`src/hdl/twcg_pkg.sv`:
```
// shared types and constants for the textured wall column generator
`default_nettype none
package twcg_pkg;
  localparam int SCREEN_ROWS = 512;
  localparam int NUM_TEXTURES = 8;
  localparam int TEX_W = 64;
  localparam int TEX_H = 64;
  localparam int STORE_SIZE = NUM_TEXTURES * TEX_W * TEX_H;
  localparam int ROW_W = $clog2(SCREEN_ROWS);
  localparam int CNT_W = ROW_W + 1;
  localparam int TX_W = $clog2(TEX_W);
  localparam int TY_W = $clog2(TEX_H);
  localparam int SEL_W = (NUM_TEXTURES > 1) ? $clog2(NUM_TEXTURES) : 1;
  localparam int ADDR_W = $clog2(STORE_SIZE);
  localparam int QDEPTH = 4;
  localparam int QPTR_W = $clog2(QDEPTH);
  localparam logic [23:0] HALF_MASK = 24'h7F7F7F;
  localparam logic [23:0] RGB_MASK = 24'hFFFFFF;

  typedef enum logic [1:0] {
    OP_LOAD = 2'd0,
    OP_SETUP = 2'd1,
    OP_STEP = 2'd2,
    OP_NONE = 2'd3
  } opcode_t;

  typedef enum logic [1:0] {
    REG_CEILING = 2'd0,
    REG_FLOOR = 2'd1,
    REG_DOOR = 2'd2
  } reg_index_t;

  // command handed from front to back
  typedef struct packed {
    logic        is_load;
    logic [14:0] addr;
    logic [23:0] data;
  } cmd_t;

  // column state loaded by the front after setup
  typedef struct packed {
    logic             load;
    logic [TX_W-1:0]  tex_x;
    logic             side;
    logic [SEL_W-1:0] texture;
    logic [8:0]       top;
    logic [8:0]       bottom;
    logic [31:0]      position;
    logic [31:0]      increment;
  } column_t;
endpackage
`default_nettype wire

```
`src/hdl/twcg_divider.sv`:
```
// restoring divider for the texture step, one quotient bit a cycle
`default_nettype none
module twcg_divider
  import twcg_pkg::*;
(
  input  wire logic        clk,
  input  wire logic        rst,
  input  wire logic        start,
  input  wire logic [15:0] divisor,
  output logic             done,
  output logic [31:0]      quotient
);
  localparam logic [31:0] DIVIDEND = 32'(TEX_H) << 16;
  logic [31:0] dividend;
  logic [16:0] remainder;
  logic [15:0] dvs;
  logic [5:0]  count;
  logic        busy;
  logic [16:0] trial;

  always_comb begin
    trial = {remainder[15:0], dividend[31]};
  end

  always_ff @(posedge clk) begin
    if (rst) begin
      busy <= 1'b0;
      done <= 1'b0;
    end else begin
      done <= 1'b0;
      if (start) begin
        busy <= 1'b1;
        dividend <= DIVIDEND;
        remainder <= '0;
        dvs <= divisor;
        count <= 6'd32;
      end else if (busy) begin
        if (trial >= {1'b0, dvs}) begin
          remainder <= trial - {1'b0, dvs};
          quotient <= {quotient[30:0], 1'b1};
        end else begin
          remainder <= trial;
          quotient <= {quotient[30:0], 1'b0};
        end
        dividend <= {dividend[30:0], 1'b0};
        count <= count - 6'd1;
        if (count == 6'd1) begin
          busy <= 1'b0;
          done <= 1'b1;
        end
      end
    end
  end
endmodule
`default_nettype wire

```
`src/hdl/twcg_front.sv`:
```
// front end: accepts items, runs column setup, queues texel loads and steps
`default_nettype none
module twcg_front
  import twcg_pkg::*;
(
  input  wire logic        clk,
  input  wire logic        rst,
  input  wire logic        push,
  output logic             full,
  input  wire logic [1:0]  opcode,
  input  wire logic [14:0] texel_addr,
  input  wire logic [23:0] texel_color,
  input  wire logic [2:0]  tex_sel,
  input  wire logic        side,
  input  wire logic [8:0]  slice_top,
  input  wire logic [8:0]  slice_bottom,
  input  wire logic [15:0] slice_height,
  input  wire logic [25:0] wall_dist,
  input  wire logic signed [17:0] dir_x,
  input  wire logic signed [17:0] dir_y,
  input  wire logic [25:0] player_along,
  output logic             q_valid,
  output cmd_t             q_cmd,
  input  wire logic        q_take,
  input  wire logic        back_idle,
  output column_t          column
);
  typedef enum logic [4:0] {
    S_RUN   = 5'b00001,
    S_MUL   = 5'b00010,
    S_DIV   = 5'b00100,
    S_POS   = 5'b01000,
    S_DRAIN = 5'b10000
  } state_t;

  state_t state;
  cmd_t q_mem [QDEPTH];
  logic [QPTR_W-1:0] wptr, rptr;
  logic [QPTR_W:0]   count;
  logic q_full, accept, enq;

  logic [15:0] lh;
  logic [8:0]  ds, de;
  logic        sd;
  logic [SEL_W-1:0] sel;
  logic signed [17:0] dx_r, dy_r;
  logic [25:0] dist_r, along_r;
  logic signed [44:0] prod;
  logic [TX_W-1:0] tx;
  logic div_start, div_done;
  logic [31:0] quot, incr;
  logic signed [31:0] off;
  logic [31:0] pos;
  logic [15:0] frac;
  logic [15:0] lh_in;

  twcg_divider u_div (
    .clk(clk), .rst(rst), .start(div_start), .divisor(lh_in),
    .done(div_done), .quotient(quot)
  );

  assign q_full = (count == (QPTR_W+1)'(QDEPTH));
  assign full = (state != S_RUN) || q_full;
  assign accept = push && !full;
  assign enq = accept && (opcode == OP_LOAD || opcode == OP_STEP);
  assign q_valid = (count != '0);
  assign q_cmd = q_mem[rptr];
  assign lh_in = (slice_height == 16'd0) ? 16'd1 : slice_height;
  assign div_start = accept && opcode == OP_SETUP;

  always_comb begin
    frac = 16'(({along_r, 16'd0} + 42'(unsigned'(prod))) >> 16);
    tx = TX_W'((32'(frac) * 32'(TEX_W)) >> 16);
    if ((!sd && dx_r > 0) || (sd && dy_r < 0)) begin
      tx = TX_W'(TEX_W - 1) - tx;
    end
    off = 32'(signed'({1'b0, ds})) - 32'(SCREEN_ROWS / 2) + 32'({1'b0, lh[15:1]});
  end

  always_ff @(posedge clk) begin
    if (enq) begin
      q_mem[wptr] <= '{is_load: (opcode == OP_LOAD), addr: texel_addr, data: texel_color};
    end
    if (accept && opcode == OP_SETUP) begin
      lh <= lh_in;
      ds <= slice_top;
      de <= slice_bottom;
      sd <= side;
      sel <= SEL_W'(tex_sel % NUM_TEXTURES);
      dx_r <= dir_x;
      dy_r <= dir_y;
      dist_r <= wall_dist;
      along_r <= player_along;
    end
    if (state == S_MUL) begin
      prod <= signed'({1'b0, dist_r}) * (sd ? dx_r : dy_r);
    end
    if (div_done) begin
      incr <= quot;
    end
    if (state == S_POS) begin
      pos <= unsigned'(off) * incr;
    end
  end

  always_ff @(posedge clk) begin
    if (rst) begin
      state <= S_RUN;
      wptr <= '0;
      rptr <= '0;
      count <= '0;
      column.load <= 1'b0;
    end else begin
      column.load <= (state == S_DRAIN) && !q_valid && back_idle;
      if (enq) wptr <= wptr + 1'b1;
      if (q_take) rptr <= rptr + 1'b1;
      count <= count + (QPTR_W+1)'(enq) - (QPTR_W+1)'(q_take);
      unique case (state)
        S_RUN: if (div_start) state <= S_MUL;
        S_MUL: state <= S_DIV;
        S_DIV: if (div_done) state <= S_POS;
        S_POS: state <= S_DRAIN;
        S_DRAIN: begin
          if (!q_valid && back_idle) begin
            state <= S_RUN;
          end
        end
        default: state <= S_RUN;
      endcase
      if (state == S_DRAIN) begin
        column.tex_x <= tx;
        column.side <= sd;
        column.texture <= sel;
        column.top <= ds;
        column.bottom <= de;
        column.position <= pos;
        column.increment <= incr;
      end
    end
  end
endmodule
`default_nettype wire

```
`config.mk`:
```
export PLATFORM = sky130hd
export DESIGN_NAME = twcg_front
export DESIGN_NICKNAME = d
export VERILOG_FILES = /design/src/hdl/twcg_pkg.sv /design/src/hdl/twcg_divider.sv /design/src/hdl/twcg_front.sv
export SDC_FILE = /design/constraint.sdc
export NUM_CORES = 2
export LEC_CHECK = 0
export CAP_MARGIN = 10
export CORE_UTILIZATION = 40
export CTS_BUF_LIST = sky130_fd_sc_hd__clkbuf_16
export DETAILED_ROUTE_END_ITERATION = 10
export DONT_BUFFER_PORTS = 1
export HOLD_SLACK_MARGIN = 0.15
export SETUP_SLACK_MARGIN = 0.5
export SLEW_MARGIN = 20
export SYNTH_ARGS = -nofsm -noshare
export SYNTH_HDL_FRONTEND = slang
export SYNTH_SLANG_ARGS = --single-unit
```
`constraint.sdc`:
```
create_clock -name clk -period 10.2 [get_ports clk]
set_input_delay 1.02 -clock clk [delete_from_list [all_inputs] [get_ports clk]]
set_output_delay 1.02 -clock clk [all_outputs]
set_load 0.03 [all_outputs]
```
; ---- Word-level counts from Yosys, hierarchy flattened
; Memories as Yosys holds them, arrays and structs flattened. A register that Yosys moved wholly into a read port is not among the register bits.
; Cells that the tools add are included.
[word_totals]
output_inout_bits = 135
n_memories = 1
reg_bits = 399
wordCells = 107
inputBits = 172
ramBits = 160
[mem_list]
columns = memory, depth, width, read_ports, rd_ports_with_merged_regs, write_ports, line_no
row1 = q_mem, 4, 40, 1, 1, 1, twcg_front.sv:37  ; cmd_t q_mem [QDEPTH];
[classes]
mux = 20
n_reduce_logical = 24
bitwise = 3
add_sub_neg = 10
multipliers = 2
n_eq_ne = 13
order_cmp = 3
[op_table]
columns = cell, n
row1 = 2-to-1 mux 16 bit, 3
row2 = multiplier 27 x 45 -> 32 bit, 1
row3 = 2-to-1 mux 45 bit, 1
row4 = adder 32 bit, 1
row5 = multiplier 17 x 32 -> 32 bit, 1
row6 = 2-to-1 mux 32 bit, 1
row7 = one-hot mux 5 bit (5 select lines), 1
row8 = "greater-than comparator 18 x 1 -> 1 bit, second input constant", 1
row9 = "less-than comparator 18 x 1 -> 1 bit, second input constant", 1
row10 = adder 10 x 16 -> 17 bit, 1
row11 = >= comparator 17 x 16 -> 1 bit, 1
row12 = zero test 16 bit, 1
row13 = subtractor 16 bit, 1
row14 = 2-to-1 mux 5 bit, 3
row15 = 2-to-1 mux 6 bit, 2
row16 = "subtractor 9 x 9 -> 10 bit, second input constant", 1
row17 = logical AND 1 bit, 8
row18 = 2-to-1 mux 1 bit, 7
row19 = "equality test 6 x 1 -> 1 bit, second input constant", 1
row20 = AND reduction 2 bit, 3
row21 = AND reduction 3 bit, 2
row22 = "subtractor 6 x 1 -> 6 bit, second input constant", 1
row23 = "subtractor 6 bit, first input constant", 1
row24 = "equality test 5 x 1 -> 1 bit, second input constant", 1
row25 = 21 further kinds, 30

; ---- Depth between registers and ports, before layout
[depth]
ltp_word = 7
depth_mapped = 38

; ---- Modules after synthesis
; Synthesis repeated with hierarchy kept, for this count alone.
[unflattened]
cells_unflattened = 3926
area_unflattened_um2 = 45441.1
[by_module_without_submodules]
columns = module, seq_area_each_um2, area_per_inst_um2, cells_per_inst, instances
row1 = twcg_front, 13723.2, 41632.4, 3634, 1
row2 = twcg_divider, 2442.3, 3808.7, 292, 1

; ---- Worst setup path before layout
; OpenSTA, ideal clock, no wires.
[synth_timing]
path_kind = input -> register
startpoint = in rst
endpoint = reg column[92] (netlist name)
cell_stages = 3
required_time_ns = 10.105
arrival_ns = 8.729
path_buffers = 0
slack_ns = 1.376
setup_time_ns = 0.095
path_cell_list = or3_1 nor3b_1 and3_1
[synth_rtl]
columns = item, line_no
row1 = start: declaration, twcg_front.sv:7  ; input wire logic rst,
row2 = end: declaration, twcg_front.sv:26  ; output column_t column

; ---- Worst setup path in the final report
[layout_timing]
startpoint = reg ds[1]
endpoint = reg pos[31], data pin
[layout_between]
elab_chain_len = 3
[layout_rtl]
columns = item, line_no
row1 = start: declaration, twcg_front.sv:43  ; logic [8:0] ds, de;
row2 = start signal: assignment, twcg_front.sv:86  ; ds <= slice_top;
row3 = subtractor 9 x 9 -> 10 bit, twcg_front.sv:77  ; off = 32'(signed'({1'b0, ds})) - 32'(SCREEN_ROWS / 2) + 32'({1'b0, lh[15:1]});
row4 = adder 10 x 16 -> 17 bit, twcg_front.sv:77
row5 = multiplier 17 x 32 -> 32 bit, twcg_front.sv:102  ; pos <= unsigned'(off) * incr;
row6 = end signal: assignment, twcg_front.sv:102
row7 = end: declaration, twcg_front.sv:53  ; logic [31:0] pos;
; No other way between the ends.
; A chain may end at the register's enable or synchronous reset.

==> flow_summary.ini <==
[outcome]
outcome = complete, no violations

[sta]
rsz0062_at_grt = false
drv_slew = 0
setup_violations = 0
max_freq_ghz = 0.110
tns_ps = 0
fin_skew_ps = 42.4
fin_crit_ps = 9090
worst_slew_pin_slew_ps = 1080
post-route-period-util = 0.891
relSlewSlack = 0.278
hold_viol_final = 0

[logic_synthesis]
yosys_warnings = 0
synthCells = 3913
synth_ff_type = edfxtp_1
async_flop_share = 0
synth_seq_cells = 544
synth_cell_types = 65
synth_edf_count = 527
synthTopCellsByArea = edfxtp_1 35%, fa_1 30%, ha_1 6.9%
synth_area_um2 = 45400
synth_top_area_cell = edfxtp_1
avgSynthCellArea_um2 = 11.6
synth_nets = 5017
ys_seq_area_frac = 0.356
synth_top_area_frac = 0.349

[clock_network]
hold_buffers = 0
post_cts_buffers = 0
cts_resized = 0
clk_latency_ps = 700
numCtsBuffers = 59
cts_max_level = 2
clkTransAtPathRegs_ps = 60
cts_tree = built
root_buffer = clkbuf_16
cts_max_path_buffers = 3
clock-sinks = 544

[place]
io_buffers = 0
dp.cells = 5301
place_congestion = 0.841
placed_area_um2 = 47200
dp_hpwl_mm = 75.0

[drt]
routed_wl_mm = 101
antenna_left = 0
drt_iter0_markers = 1220
wire_per_inst_um = 18.6
drc = 0
vias = 26600
first_pass_iters = 5
via_per_inst = 4.91

[finish]
drive_gt1_frac = 0.0614
multiInputGateArea_um2 = 25700
layout_common_cells = 836 x inv_1, 681 x fa_1, 546 x nand2_1
area_delta_synth_final_pct = 8.47
fin_cells = 5414
layout_commonest_cell = inv_1
final_core_util = 0.438
fillerInstances = 10300
fin_nets = 4966
stdcell_area_um2 = 49200
seqCellArea_um2 = 16200

[setup_path]
start_kind = flip-flop
cp-startpoint = ds[1]$_DFFE_PP_
crit_family = compound AO/OA/AOI/OAI gates
ff2ff_setup_slack_ps = 1110
r2r-start = ds[1]$_DFFE_PP_
r2r-end = pos[31]$_DFFE_PP_
endpoint = pos[31]$_DFFE_PP_
cp_max_fo = 17
r2r_cells = 31
crit_buf_inv = 2
critical-path-slowest-cell = a31oi_1
cp-end-kind = flip-flop
critPathArrivalTime_ps = 9530
cp.required_ps = 10640
cp.depth = 31
cp_slowest_stage_delay_ps = 530
critPathKind = flip-flop to flip-flop
cp_common_cell = fa_1

[global_route]
grt_pass1_wl_mm = 161
grt_pass1_vias = 28300
grt_usage = 0.181
grt_max_degree = 78
overflow = 0
grt_antenna_before_repair = 12

[floorplan]
row_count = 123
io_pins = 307
die_h_um = 339
core_area_um2 = 112000
dieWidth_um = 339
dieArea_um2 = 115000
start_util = 0.404

[run]
max_cap_violations = 0

[min_path]
hold_class = flip-flop to flip-flop
-- state kept, by name, summed over array words and instances, names as in the netlist, 5 cells and up, named ones only --
register	flops
along_r	16
column	93
de	9
dist_r	26
ds	9
dx_r	18
dy_r	18
incr	32
lh	15
pos	32
prod	16
q_mem	160
state	5
u_div.count	6
u_div.dividend	10
u_div.dvs	16
u_div.quotient	32
u_div.remainder	16
-- worst min path at each step --
stage	startpoint	end	slack [ps]	depth (start not counted)
final	de[8]$_DFFE_PP_	column[72]$_DFFE_PP_	410	0
after floorplan	pos[0]$_DFFE_PP_	column[32]$_DFFE_PP_	400	0
after CTS	slice_top[1]	ds[1]$_DFFE_PP_	350	0
after global placement	pos[5]$_DFFE_PP_	column[37]$_DFFE_PP_	400	0
after global routing	slice_top[1]	ds[1]$_DFFE_PP_	370	0
after detailed placement	pos[4]$_DFFE_PP_	column[36]$_DFFE_PP_	400	0
-- through the flow --
step / worst slack, ps / hold slack, ps
global route: 522 / 374
detailed placement: 899 / 405
CTS: 867 / 354
floorplan: 1380 / 400
global placement: 984 / 400
finish: 1110 / 414
-- worst register-to-register path, delay by kind of cell (launching register included) --
| kind | cells | cell delay, ps |
|---|---|---|
| flops | 1 | 420 |
| fa+ha+maj | 8 | 3430 |
| simple gates | 2 | 370 |
| compound gates | 15 | 3590 |
| buf+inv | 2 | 300 |
| xor+xnor | 4 | 720 |
-- cells in the mapped netlist, drive strengths merged, types with 9 or more instances --
master / instances
edfxtp: 527
nand2: 546
dfxtp: 17
ha: 251
o21bai: 10
mux4: 40
fa: 681
and2: 235
inv: 831
nand2b: 20
xnor2: 107
nor2: 71
mux2: 19
nand3: 17
or2: 11
a21o: 27
nor3: 24
clkbuf: 146
o21ai: 41
a211oi: 9
nor4: 10
a21oi: 60
buf: 16
nor2b: 68
xor2: 32
o21a: 13
-- cell type report --
type,count,area share
diodes,3,0.000152
clock buffers,59,0.0300
clock inverters,51,0.0110
inverters,831,0.0635
multi-input cells,2376,0.521
flip-flops and latches,544,0.328
well taps,1500,0.0381
repair buffers,50,0.00762
-- cells by family (layout without fill, tap and decap cells) --
family / Yosys count / after routing / synth area share
AO/OA/AOI/OAI: 210 / 210 / 0.0311
XOR/XNOR: 142 / 142 / 0.0285
adder cells (fa/ha/maj): 932 / 932 / 0.370
buffers and inverters: 993 / 991 / 0.0822
flip-flops: 544 / 544 / 0.356
multiplexers: 61 / 61 / 0.0251
other: 0 / 3 / 0
AND/OR/NAND/NOR: 1031 / 1031 / 0.108
-- metal layers --
metal / GRT usage / wire length, um
met1: 0.225 / 41100
met2: 0.312 / 49900
met3: 0.0373 / 6060
met4: 0.0616 / 3430
met5: 0 / 67
Power is not shown: default switching activity piles up to over one toggle a cycle in this logic, so the estimate is an artifact.
